[src/sv/rbs_pkg.sv]
`timescale 1ns / 1ps
// Shared constants, register codes and control/status types of the restart backoff scheduler.
// No dependencies; every other file imports this package.
package rbs_pkg;

    localparam int MAX_WORKERS = 16;
    localparam int MAX_RESULTS = 16;
    localparam int TIME_W      = 48;
    localparam int IDX_W       = 4;
    localparam int ACT_W       = 5;
    localparam int DELAY_W     = 32;
    localparam int COUNT_W     = 16;
    localparam int RES_W       = $clog2(MAX_RESULTS + 1);
    localparam int ADDR_W      = 4;
    localparam int DATA_W      = 32;

    localparam logic [COUNT_W-1:0] COUNT_MAX   = '1;
    localparam logic [ACT_W-1:0]   ACTIVE_RST  = ACT_W'(16);
    localparam logic [DATA_W-1:0]  HEALTHY_RST = 32'd60000;
    localparam logic [DATA_W-1:0]  BMIN_RST    = 32'd1000;
    localparam logic [DATA_W-1:0]  BMAX_RST    = 32'd60000;

    typedef enum logic [1:0] {
        REG_ACTIVE  = 2'd0,
        REG_HEALTHY = 2'd1,
        REG_BMIN    = 2'd2,
        REG_BMAX    = 2'd3
    } t_reg_idx;

    typedef enum logic {
        REQ_EXIT = 1'b0,
        REQ_TICK = 1'b1
    } t_req_type;

    typedef enum logic {
        EV_SCHEDULED = 1'b0,
        EV_LAUNCH    = 1'b1
    } t_event_kind;

    typedef struct packed {
        logic [ACT_W-1:0]  active;
        logic [DATA_W-1:0] healthy;
        logic [DATA_W-1:0] bmin;
        logic [DATA_W-1:0] bmax;
    } t_cfg;

    typedef struct packed {
        logic                event_kind;
        logic [IDX_W-1:0]    target_index;
        logic [DELAY_W-1:0]  delay_ms;
        logic [COUNT_W-1:0]  restart_total;
        logic                last_of_run;
    } t_result;

    // controller -> datapath
    typedef struct packed {
        logic load_exit;
        logic load_tick;
        logic ex_start;
        logic back_step;
        logic ex_commit;
        logic launch;
        logic scan_next;
        logic flush;
    } t_cmd;

    // datapath -> controller
    typedef struct packed {
        logic exit_ok;
        logic backoff_done;
        logic scan_end;
        logic entry_due;
        logic pend_valid;
        logic out_free;
    } t_status;

endpackage

[src/sv/rbs_if.sv]
`timescale 1ns / 1ps
// Valid/ready channel interfaces for request items and result items.
// Depends on rbs_pkg for field widths.
interface rbs_req_if import rbs_pkg::*; ();
    logic              valid;
    logic              ready;
    logic              req_type;
    logic [IDX_W-1:0]  worker_index;
    logic [TIME_W-1:0] now_ms;

    modport source (output valid, output req_type, output worker_index, output now_ms,
                    input ready);
    modport sink   (input valid, input req_type, input worker_index, input now_ms,
                    output ready);
endinterface

interface rbs_res_if import rbs_pkg::*; ();
    logic               valid;
    logic               ready;
    logic               event_kind;
    logic [IDX_W-1:0]   target_index;
    logic [DELAY_W-1:0] delay_ms;
    logic [COUNT_W-1:0] restart_total;
    logic               last_of_run;

    modport source (output valid, output event_kind, output target_index, output delay_ms,
                    output restart_total, output last_of_run, input ready);
    modport sink   (input valid, input event_kind, input target_index, input delay_ms,
                    input restart_total, input last_of_run, output ready);
endinterface

[src/sv/rbs_regs.sv]
`timescale 1ns / 1ps
// APB configuration register bank of the restart backoff scheduler.
// Depends on rbs_pkg.
module rbs_regs import rbs_pkg::*; (
    input  logic              i_clk,
    input  logic              i_rst_n,
    input  logic              i_psel,
    input  logic              i_penable,
    input  logic              i_pwrite,
    input  logic [ADDR_W-1:0] i_paddr,
    input  logic [DATA_W-1:0] i_pwdata,
    output logic [DATA_W-1:0] o_prdata,
    output logic              o_pready,
    output t_cfg              o_cfg
);

    t_cfg     r_cfg;
    t_reg_idx reg_sel;
    logic     wr_en;

    assign reg_sel  = t_reg_idx'(i_paddr[ADDR_W-1:2]);
    assign wr_en    = i_psel & i_penable & i_pwrite;
    assign o_pready = 1'b1;
    assign o_cfg    = r_cfg;

    always_ff @(posedge i_clk) begin
        if (!i_rst_n) begin
            r_cfg.active  <= ACTIVE_RST;
            r_cfg.healthy <= HEALTHY_RST;
            r_cfg.bmin    <= BMIN_RST;
            r_cfg.bmax    <= BMAX_RST;
        end else if (wr_en) begin
            case (reg_sel)
                REG_ACTIVE:  r_cfg.active  <= i_pwdata[ACT_W-1:0];
                REG_HEALTHY: r_cfg.healthy <= i_pwdata;
                REG_BMIN:    r_cfg.bmin    <= i_pwdata;
                REG_BMAX:    r_cfg.bmax    <= i_pwdata;
                default: ;
            endcase
        end
    end

    always_comb begin
        case (reg_sel)
            REG_ACTIVE:  o_prdata = {{(DATA_W-ACT_W){1'b0}}, r_cfg.active};
            REG_HEALTHY: o_prdata = r_cfg.healthy;
            REG_BMIN:    o_prdata = r_cfg.bmin;
            REG_BMAX:    o_prdata = r_cfg.bmax;
            default:     o_prdata = '0;
        endcase
    end

endmodule

[src/sv/rbs_ctrl.sv]
`timescale 1ns / 1ps
// Sequencing state machine of the restart backoff scheduler: issues datapath commands.
// Depends on rbs_pkg.
module rbs_ctrl import rbs_pkg::*; (
    input  logic    i_clk,
    input  logic    i_rst_n,
    input  logic    i_req_valid,
    input  logic    i_req_type,
    output logic    o_req_ready,
    input  t_status i_stat,
    output t_cmd    o_cmd
);

    typedef enum logic [2:0] {
        S_IDLE,
        S_EX_CHECK,
        S_EX_BACK,
        S_EX_DONE,
        S_SCAN,
        S_FLUSH
    } t_state;

    t_state r_state;
    t_state n_state;

    always_comb begin
        n_state     = r_state;
        o_cmd       = '0;
        o_req_ready = 1'b0;
        case (r_state)
            S_IDLE: begin
                // take no item while reset is held
                o_req_ready = i_rst_n;
                if (i_req_valid && i_rst_n) begin
                    if (i_req_type == REQ_TICK) begin
                        o_cmd.load_tick = 1'b1;
                        n_state         = S_SCAN;
                    end else begin
                        o_cmd.load_exit = 1'b1;
                        n_state         = S_EX_CHECK;
                    end
                end
            end
            S_EX_CHECK: begin
                // drop exits of idle or unused workers
                if (i_stat.exit_ok) begin
                    o_cmd.ex_start = 1'b1;
                    n_state        = S_EX_BACK;
                end else begin
                    n_state = S_IDLE;
                end
            end
            S_EX_BACK: begin
                if (i_stat.backoff_done) begin
                    n_state = S_EX_DONE;
                end else begin
                    o_cmd.back_step = 1'b1;
                end
            end
            S_EX_DONE: begin
                if (i_stat.out_free) begin
                    o_cmd.ex_commit = 1'b1;
                    n_state         = S_IDLE;
                end
            end
            S_SCAN: begin
                if (i_stat.scan_end) begin
                    n_state = S_FLUSH;
                end else if (!i_stat.entry_due) begin
                    o_cmd.scan_next = 1'b1;
                end else if (!i_stat.pend_valid || i_stat.out_free) begin
                    o_cmd.launch = 1'b1;
                end
            end
            S_FLUSH: begin
                if (!i_stat.pend_valid) begin
                    n_state = S_IDLE;
                end else if (i_stat.out_free) begin
                    o_cmd.flush = 1'b1;
                    n_state     = S_IDLE;
                end
            end
            default: n_state = S_IDLE;
        endcase
    end

    always_ff @(posedge i_clk) begin
        if (!i_rst_n) begin
            r_state <= S_IDLE;
        end else begin
            r_state <= n_state;
        end
    end

endmodule

[src/sv/rbs_dpath.sv]
`timescale 1ns / 1ps
// Datapath of the restart backoff scheduler: worker table, backoff unit, result registers.
// Depends on rbs_pkg.
module rbs_dpath import rbs_pkg::*; (
    input  logic              i_clk,
    input  logic              i_rst_n,
    input  t_cfg              i_cfg,
    input  t_cmd              i_cmd,
    output t_status           o_stat,
    input  logic [IDX_W-1:0]  i_worker_index,
    input  logic [TIME_W-1:0] i_now_ms,
    output logic              o_res_valid,
    input  logic              i_res_ready,
    output t_result           o_res
);

    // worker table: flags in reset flops, payload qualified by a written bit
    logic [MAX_WORKERS-1:0] r_running;
    logic [MAX_WORKERS-1:0] r_written;
    logic [COUNT_W-1:0]     r_cnt_tab   [MAX_WORKERS];
    logic [TIME_W-1:0]      r_launch_tab[MAX_WORKERS];
    logic [TIME_W-1:0]      r_early_tab [MAX_WORKERS];

    logic [TIME_W-1:0]  r_now;
    logic [ACT_W-1:0]   r_idx;
    logic [RES_W-1:0]   r_nres;
    logic [COUNT_W-1:0] r_cnt_w;
    logic [COUNT_W-1:0] r_iter;
    logic [DELAY_W:0]   r_delay;
    logic               r_pend_valid;
    t_result            r_pend;
    logic               r_out_valid;
    t_result            r_out;

    logic [IDX_W-1:0]   rd_idx;
    logic [COUNT_W-1:0] rd_cnt;
    logic [TIME_W-1:0]  rd_launch;
    logic [TIME_W-1:0]  rd_early;
    logic [ACT_W-1:0]   used;
    logic [TIME_W-1:0]  age;
    logic [COUNT_W-1:0] base_cnt;
    logic [COUNT_W-1:0] new_cnt;
    logic [DELAY_W-1:0] delay_fin;
    logic [TIME_W-1:0]  early_new;
    logic               out_free;

    logic               tab_we;
    logic               tab_running;
    logic [COUNT_W-1:0] tab_cnt;
    logic [TIME_W-1:0]  tab_launch;
    logic [TIME_W-1:0]  tab_early;

    assign rd_idx    = r_idx[IDX_W-1:0];
    assign rd_cnt    = r_written[rd_idx] ? r_cnt_tab[rd_idx]    : '0;
    assign rd_launch = r_written[rd_idx] ? r_launch_tab[rd_idx] : '0;
    assign rd_early  = r_written[rd_idx] ? r_early_tab[rd_idx]  : '0;

    assign used = (i_cfg.active > ACT_W'(MAX_WORKERS)) ? ACT_W'(MAX_WORKERS) : i_cfg.active;

    // run time, modulo the time counter width
    assign age      = r_now - rd_launch;
    assign base_cnt = (age >= {{(TIME_W-DATA_W){1'b0}}, i_cfg.healthy}) ? '0 : rd_cnt;
    assign new_cnt  = (base_cnt == COUNT_MAX) ? base_cnt : base_cnt + COUNT_W'(1);

    assign delay_fin = (r_delay > {1'b0, i_cfg.bmax}) ? i_cfg.bmax : r_delay[DELAY_W-1:0];
    assign early_new = r_now + {{(TIME_W-DELAY_W){1'b0}}, delay_fin};
    assign out_free  = !r_out_valid || i_res_ready;

    assign o_stat.exit_ok      = (r_idx < used) && r_running[rd_idx];
    assign o_stat.backoff_done = !((r_iter < r_cnt_w) && (r_delay < {1'b0, i_cfg.bmax})
                                   && (r_delay != '0));
    assign o_stat.scan_end     = (r_idx >= used) || (r_nres >= RES_W'(MAX_RESULTS));
    assign o_stat.entry_due    = !r_running[rd_idx] && (r_now >= rd_early);
    assign o_stat.pend_valid   = r_pend_valid;
    assign o_stat.out_free     = out_free;

    assign o_res_valid = r_out_valid;
    assign o_res       = r_out;

    always_comb begin
        tab_we      = 1'b0;
        tab_running = r_running[rd_idx];
        tab_cnt     = rd_cnt;
        tab_launch  = rd_launch;
        tab_early   = rd_early;
        if (i_cmd.ex_commit) begin
            tab_we      = 1'b1;
            tab_running = 1'b0;
            tab_cnt     = r_cnt_w;
            tab_early   = early_new;
        end else if (i_cmd.launch) begin
            tab_we      = 1'b1;
            tab_running = 1'b1;
            tab_launch  = r_now;
        end
    end

    always_ff @(posedge i_clk) begin
        if (!i_rst_n) begin
            r_running <= '0;
            r_written <= '0;
        end else if (tab_we) begin
            r_running[rd_idx] <= tab_running;
            r_written[rd_idx] <= 1'b1;
        end
    end

    always_ff @(posedge i_clk) begin
        if (tab_we) begin
            r_cnt_tab[rd_idx]    <= tab_cnt;
            r_launch_tab[rd_idx] <= tab_launch;
            r_early_tab[rd_idx]  <= tab_early;
        end
    end

    // item registers and backoff iteration
    always_ff @(posedge i_clk) begin
        if (i_cmd.load_exit || i_cmd.load_tick) begin
            r_now  <= i_now_ms;
            r_nres <= '0;
            r_idx  <= i_cmd.load_tick ? '0 : {{(ACT_W-IDX_W){1'b0}}, i_worker_index};
        end else begin
            if (i_cmd.launch) begin
                r_nres <= r_nres + RES_W'(1);
            end
            if (i_cmd.launch || i_cmd.scan_next) begin
                r_idx <= r_idx + ACT_W'(1);
            end
        end
        if (i_cmd.ex_start) begin
            r_cnt_w <= new_cnt;
            r_iter  <= COUNT_W'(1);
            r_delay <= {1'b0, i_cfg.bmin};
        end else if (i_cmd.back_step) begin
            r_delay <= {r_delay[DELAY_W-1:0], 1'b0};
            r_iter  <= r_iter + COUNT_W'(1);
        end
    end

    // pending launch result and output register
    always_ff @(posedge i_clk) begin
        if (!i_rst_n) begin
            r_pend_valid <= 1'b0;
            r_out_valid  <= 1'b0;
        end else begin
            if (i_cmd.ex_commit || i_cmd.flush || (i_cmd.launch && r_pend_valid)) begin
                r_out_valid <= 1'b1;
            end else if (i_res_ready) begin
                r_out_valid <= 1'b0;
            end
            if (i_cmd.launch) begin
                r_pend_valid <= 1'b1;
            end else if (i_cmd.flush) begin
                r_pend_valid <= 1'b0;
            end
        end
    end

    always_ff @(posedge i_clk) begin
        if (i_cmd.ex_commit) begin
            r_out.event_kind    <= EV_SCHEDULED;
            r_out.target_index  <= rd_idx;
            r_out.delay_ms      <= delay_fin;
            r_out.restart_total <= r_cnt_w;
            r_out.last_of_run   <= 1'b1;
        end else if (i_cmd.flush) begin
            r_out.event_kind    <= r_pend.event_kind;
            r_out.target_index  <= r_pend.target_index;
            r_out.delay_ms      <= r_pend.delay_ms;
            r_out.restart_total <= r_pend.restart_total;
            r_out.last_of_run   <= 1'b1;
        end else if (i_cmd.launch && r_pend_valid) begin
            r_out.event_kind    <= r_pend.event_kind;
            r_out.target_index  <= r_pend.target_index;
            r_out.delay_ms      <= r_pend.delay_ms;
            r_out.restart_total <= r_pend.restart_total;
            r_out.last_of_run   <= 1'b0;
        end
        if (i_cmd.launch) begin
            r_pend.event_kind    <= EV_LAUNCH;
            r_pend.target_index  <= rd_idx;
            r_pend.delay_ms      <= '0;
            r_pend.restart_total <= rd_cnt;
            r_pend.last_of_run   <= 1'b0;
        end
    end

endmodule

[src/sv/restart_backoff_scheduler.sv]
`timescale 1ns / 1ps
// Restart backoff scheduler: top level joining register bank, controller and datapath.
// Depends on rbs_pkg, rbs_if, rbs_regs, rbs_ctrl and rbs_dpath.
//
// The block keeps a sixteen-entry worker table and works on one request item at a time;
// i_req.ready is high only while the controller is idle and reset is released. An exit item
// doubles its backoff delay step by step (at most 32 doublings, bounded by the restart
// count and by the configured maximum, bmax); an exit that is dropped ends at the first check.
// A tick item walks the table one entry per cycle through a single read port, while no
// launch waits on a full output register. Results leave through a one-item output register,
// so a new request is taken while the last result still waits; a tick keeps its newest launch
// back until it knows whether another follows, to mark last_of_run. Any cycle in which a
// result cannot be placed because the output register is still full holds the controller.
// Reset marks every worker idle and due, so the first tick launches all entries in use.
module restart_backoff_scheduler import rbs_pkg::*; (
    input  logic              i_clk,
    input  logic              i_rst_n,
    rbs_req_if.sink           i_req,
    rbs_res_if.source         o_res,
    input  logic              i_psel,
    input  logic              i_penable,
    input  logic              i_pwrite,
    input  logic [ADDR_W-1:0] i_paddr,
    input  logic [DATA_W-1:0] i_pwdata,
    output logic [DATA_W-1:0] o_prdata,
    output logic              o_pready
);

    t_cfg    cfg;
    t_cmd    cmd;
    t_status stat;
    t_result res;
    logic    req_ready;
    logic    res_valid;

    // configuration; the user must write it only while idle, the block does not enforce it
    rbs_regs u_regs (
        .i_clk     (i_clk),
        .i_rst_n   (i_rst_n),
        .i_psel    (i_psel),
        .i_penable (i_penable),
        .i_pwrite  (i_pwrite),
        .i_paddr   (i_paddr),
        .i_pwdata  (i_pwdata),
        .o_prdata  (o_prdata),
        .o_pready  (o_pready),
        .o_cfg     (cfg)
    );

    // sequencing: exit path and tick scan
    rbs_ctrl u_ctrl (
        .i_clk       (i_clk),
        .i_rst_n     (i_rst_n),
        .i_req_valid (i_req.valid),
        .i_req_type  (i_req.req_type),
        .o_req_ready (req_ready),
        .i_stat      (stat),
        .o_cmd       (cmd)
    );

    // table, backoff arithmetic and result registers
    rbs_dpath u_dpath (
        .i_clk          (i_clk),
        .i_rst_n        (i_rst_n),
        .i_cfg          (cfg),
        .i_cmd          (cmd),
        .o_stat         (stat),
        .i_worker_index (i_req.worker_index),
        .i_now_ms       (i_req.now_ms),
        .o_res_valid    (res_valid),
        .i_res_ready    (o_res.ready),
        .o_res          (res)
    );

    assign i_req.ready         = req_ready;
    assign o_res.valid         = res_valid;
    assign o_res.event_kind    = res.event_kind;
    assign o_res.target_index  = res.target_index;
    assign o_res.delay_ms      = res.delay_ms;
    assign o_res.restart_total = res.restart_total;
    assign o_res.last_of_run   = res.last_of_run;

endmodule

[src/flat_wrapper.sv]
// flat-port wrapper written by rule: the top's interface ports become plain ports
module restart_backoff_scheduler_flat import rbs_pkg::*;
  (i_clk, i_rst_n, i_psel, i_penable, i_pwrite, i_paddr, i_pwdata, o_prdata, o_pready, i_req_valid, i_req_req_type, i_req_worker_index, i_req_now_ms, i_req_ready, o_res_valid, o_res_event_kind, o_res_target_index, o_res_delay_ms, o_res_restart_total, o_res_last_of_run, o_res_ready);
  rbs_req_if i_req_i ();
  rbs_res_if o_res_i ();
  input  logic i_clk;
  input  logic i_rst_n;
  input  logic i_psel;
  input  logic i_penable;
  input  logic i_pwrite;
  input  logic [ADDR_W-1:0] i_paddr;
  input  logic [DATA_W-1:0] i_pwdata;
  output logic [DATA_W-1:0] o_prdata;
  output logic o_pready;
  input wire logic [$bits(i_req_i.valid)-1:0] i_req_valid;
  input wire logic [$bits(i_req_i.req_type)-1:0] i_req_req_type;
  input wire logic [$bits(i_req_i.worker_index)-1:0] i_req_worker_index;
  input wire logic [$bits(i_req_i.now_ms)-1:0] i_req_now_ms;
  output wire logic [$bits(i_req_i.ready)-1:0] i_req_ready;
  output wire logic [$bits(o_res_i.valid)-1:0] o_res_valid;
  output wire logic [$bits(o_res_i.event_kind)-1:0] o_res_event_kind;
  output wire logic [$bits(o_res_i.target_index)-1:0] o_res_target_index;
  output wire logic [$bits(o_res_i.delay_ms)-1:0] o_res_delay_ms;
  output wire logic [$bits(o_res_i.restart_total)-1:0] o_res_restart_total;
  output wire logic [$bits(o_res_i.last_of_run)-1:0] o_res_last_of_run;
  input wire logic [$bits(o_res_i.ready)-1:0] o_res_ready;
  assign i_req_i.valid = i_req_valid;
  assign i_req_i.req_type = i_req_req_type;
  assign i_req_i.worker_index = i_req_worker_index;
  assign i_req_i.now_ms = i_req_now_ms;
  assign i_req_ready = i_req_i.ready;
  assign o_res_valid = o_res_i.valid;
  assign o_res_event_kind = o_res_i.event_kind;
  assign o_res_target_index = o_res_i.target_index;
  assign o_res_delay_ms = o_res_i.delay_ms;
  assign o_res_restart_total = o_res_i.restart_total;
  assign o_res_last_of_run = o_res_i.last_of_run;
  assign o_res_i.ready = o_res_ready;
  restart_backoff_scheduler u_core (.i_clk(i_clk), .i_rst_n(i_rst_n), .i_req(i_req_i), .o_res(o_res_i), .i_psel(i_psel), .i_penable(i_penable), .i_pwrite(i_pwrite), .i_paddr(i_paddr), .i_pwdata(i_pwdata), .o_prdata(o_prdata), .o_pready(o_pready));
endmodule
[config.mk]
export PLATFORM = sky130hd
export DESIGN_NAME = restart_backoff_scheduler_flat
export DESIGN_NICKNAME = d
export VERILOG_FILES = /design/src/sv/rbs_pkg.sv /design/src/sv/rbs_if.sv /design/src/sv/rbs_regs.sv /design/src/sv/rbs_ctrl.sv /design/src/sv/rbs_dpath.sv /design/src/sv/restart_backoff_scheduler.sv /design/src/flat_wrapper.sv
export SDC_FILE = /design/constraint.sdc
export NUM_CORES = 2
export LEC_CHECK = 0
export BUFFER_PORTS_ARGS = -buffer_cell sky130_fd_sc_hd__buf_2
export CAP_MARGIN = 20
export CORE_MARGIN = 3
export CORE_UTILIZATION = 55
export DETAILED_ROUTE_END_ITERATION = 16
export PLACE_DENSITY = 0.72
export SLEW_MARGIN = 0
export SYNTH_ARGS = -nofsm -noshare
export SYNTH_HDL_FRONTEND = slang
export SYNTH_SLANG_ARGS = --single-unit
[constraint.sdc]
create_clock -name i_clk -period 23.4 [get_ports i_clk]
set_input_delay 1.17 -clock i_clk [delete_from_list [all_inputs] [get_ports i_clk]]
set_output_delay 1.17 -clock i_clk [all_outputs]
set_load 0.1 [all_outputs]
==> qor.csv <==
stage,metric,value,unit
final_layout,multiInputGateArea,26700,um^2
sta,finClkSkew,69.1,ps
global_route,antenna_found_initial,5,
worst_setup_path,r2r_start,u_core.u_dpath.r_idx[0],
routing,wl_per_cell,30.0,um
routing,vias,51228,
logic_synthesis,yosys_warnings,0,
floorplanning,initial_core_util,55.4,%
worst_setup_path,start_kind,register,
clock_network,postCtsSetupBuffers,0,
clock_network,h-tree-depth,4,
sta,min_period,11220,ps
place,dpl-instance-area,94700,um^2
power,p_switching,1910,uW
power,ir_drop,0.0000719,V
logic_synthesis,ys_seq_area_share,68.9,%
logic_synthesis,synth.distinct_cells,83,
place,place.gp.congestion,0.918,
floorplanning,coreArea,163000,um^2
worst_setup_path,slowest_stage,mux4_4,
global_route,grt_max_degree,115,
logic_synthesis,synthesis.area,90400,um^2
routing,drc,0,
floorplanning,ios,185,
clock_network,cts_max_path_buffers,3,
flow_run,maxCapViolations,0,
global_route,gr-total-overflow,0,
worst_hold_path,hold_class,register to register,
final_layout,final-seq-area,62300,um^2
global_route,track_usage,28.1,%
power,p_per_area,81.0,nW/um^2
routing,routed_via_density,6.49,
sta,setup_tns,0,ps
floorplanning,die-width,411,um
sta,finalCritPeriodShare,48.0,%
power,clockPowerShare,38.7,%
power,power,8210,uW
routing,drtPass1Iterations,6,
final_layout,syn2layout_area_growth,12.1,%
power,p_comb_share,10.0,%
sta,tightest_slew,1180,ps
sta,max_freq,89.1,MHz
sta,rsz0062_at_grt,false,
clock_network,cts_made_buffers,206,
logic_synthesis,synth-seq-cells,2131,
global_route,grt_pass1_wl,345000,um
clock_network,cts.repair.resized,0,
worst_setup_path,crit_start,u_core.u_dpath.r_idx[0],
clock_network,clk_latency,860,ps
place,hpwl,133000,um
logic_synthesis,async_reset_ff_share,0,%
floorplanning,fp.dieH,411,um
worst_setup_path,path_max_fanout,51,
floorplanning,rows,148,
worst_setup_path,cpPeakStageDelay,1070,ps
sta,slew_violations,0,
global_route,grt_pass1_vias,50132,
sta,slew_headroom,21.1,%
sta,setup_violations,0,
routing,drtAntennaViolNets,0,
final_layout,stdcell_area,101000,um^2
worst_setup_path,cp-end-kind,register,
clock_network,clk_pin_slew,60,ps
clock_network,root_buffer,clkbuf_16,
worst_setup_path,cp_data_required_time,23990,ps
power,swShare,23.3,%
final_layout,final_nets,5867,
final_layout,final_cell_mix,"1,965 x edfxtp_1, 614 x nand2_1, 552 x mux4_2",
logic_synthesis,synth_edf_count,1965,
power,seqPwrFrac,51.2,%
worst_hold_path,hold_start,u_core.u_dpath.r_written[1],
run_status,status,finished clean,
place,portBuffers,181,
worst_setup_path,cp.arrival,11810,ps
floorplanning,die_area,169000,um^2
power,p_leak,0.0323,uW
sta,hold_viol,0,
worst_setup_path,critical_path_class,register to register,
logic_synthesis,synth-main-ff-cell,edfxtp_1,
logic_synthesis,syn_avg_cell_area,17.3,um^2
logic_synthesis,postSynthCellCount,5237,
power,internal_power,6290,uW
logic_synthesis,synth_nets,5554,
final_layout,drive_above_1_share,22.7,%
clock_network,clock_sinks,2131,
routing,drt_wl_total,237000,um
final_layout,fillers,11353,
routing,drtIter0Drc,7042,
clock_network,cts_tree,yes,
clock_network,holdBufCountCts,0,
final_layout,layout_commonest_cell,edfxtp_1,
==> cells by family after synthesis <==
group	Yosys count	synth area share (%)
flip-flops	2131	68.9
AND/OR/NAND/NOR	1024	5.14
AO/OA/AOI/OAI	718	4.90
multiplexers	644	15.2
buffers and inverters	401	1.81
adder cells (fa/ha/maj)	221	3.07
XOR/XNOR	97	0.939
other	1	0.00415
==> synthesized netlist by cell type, drive strengths merged (4+ instances only) <==
cell type	count	share of area [%]
a2111oi	7	0.075
a211o	4	0.039
a211oi	11	0.091
a21boi	5	0.042
a21o	77	0.64
a21oi	209	1.2
a221oi	7	0.068
a22o	48	0.46
a311oi	5	0.048
a31o	4	0.039
a31oi	13	0.090
and2	65	0.45
and3	25	0.17
and4	7	0.071
buf	79	0.47
clkbuf	190	0.79
dfxtp	166	3.7
edfxtp	1965	65
ha	219	3.0
inv	132	0.55
mux2	37	0.46
mux2i	33	0.37
mux4	574	14
nand2	615	2.6
nand2b	21	0.15
nand3	56	0.32
nand3b	5	0.042
nand4	42	0.29
nor2	94	0.40
nor2b	29	0.20
nor3	18	0.11
nor4	19	0.17
o211a	5	0.055
o211ai	23	0.20
o21a	29	0.24
o21ai	227	1.3
o21bai	16	0.13
o31ai	7	0.058
or2	5	0.035
or3	11	0.076
or4	6	0.050
xnor2	55	0.53
xor2	42	0.41
==> power by group through the flow <==
stage | sequential, uW | clock [uW] | combinational, uW
detailed placement | 4280 | 0 | 823
global placement | 4280 | 0 | 816
CTS | 4200 | 3220 | 828
floorplan | 4250 | 0 | 633
finish | 4200 | 3180 | 824
global route | 4200 | 3370 | 880
==> state kept, by name, summed over array words and instances, names as in the netlist, 16 cells and up, named ones only <==
name and flops:
u_core.u_dpath.r_iter 16, u_core.u_regs.o_cfg 101, u_core.u_dpath.r_early_tab 768, u_core.u_dpath.r_pend 20
u_core.u_dpath.r_running 16, u_core.u_dpath.o_res 54, u_core.u_dpath.r_now 48, u_core.u_dpath.r_cnt_w 16
u_core.u_dpath.r_delay 33, u_core.u_dpath.r_launch_tab 768, u_core.u_dpath.r_cnt_tab 256, u_core.u_dpath.r_written 16
==> cell type report <==
| cell class | count | share of cell area (%) |
|---|---|---|
| timing repair buffer | 374 | 2.56 |
| clock buffer | 262 | 5.36 |
| tap | 2175 | 2.69 |
| inverter | 132 | 0.491 |
| antenna | 1 | 0.00247 |
| clock inverter | 114 | 1.02 |
| multi-input combinational | 2705 | 26.4 |
| sequential | 2131 | 61.5 |
==> metrics by stage <==
stage | utilization (%) | cells | setup WS, ps | hold slack [ps]
final | 62.1 | 7894 | 12180 | 455
after global routing | 62.1 | 7893 | 11410 | 449
after CTS | 62.0 | 7876 | 12220 | 429
after detailed placement | 58.1 | 7500 | 12250 | 446
after global placement | 58.0 | 7495 | 12330 | 440
after floorplan | - | 5237 | 12900 | 432
==> worst paths after layout <==
kind / end / slack (ps) / cells after the start
setup / recovery: u_core.u_dpath.r_cnt_w[1] / 12180 / 33
hold / removal: u_core.u_dpath.r_written[1] / 460 / 1
setup reg to reg: u_core.u_dpath.r_cnt_w[1] / 12180 / 33
hold reg to reg: u_core.u_dpath.r_written[1] / 460 / 1
==> worst max-delay path, delay by kind of cell, from the launching register on <==
family / cells / cell delay, ps
compound gates: 11 / 2730
xor+xnor: 1 / 160
fa+ha+maj: 3 / 920
mux: 3 / 2090
flops: 1 / 870
simple gates: 14 / 3550
buf+inv: 1 / 550
==> metal layers <==
| layer | global-route usage (%) | part of all wire, % | vias to the layer above |
|---|---|---|---|
| li1 | - | - | 21426 |
| met1 | 41.3 | 40 | 26430 |
| met2 | 42.3 | 46 | 2944 |
| met3 | 6.72 | 12 | 426 |
| met4 | 8.43 | 3.0 | 2 |
| met5 | 0 | 0.0059 | - |
Note: power is estimated with default switching activity, not from simulation.
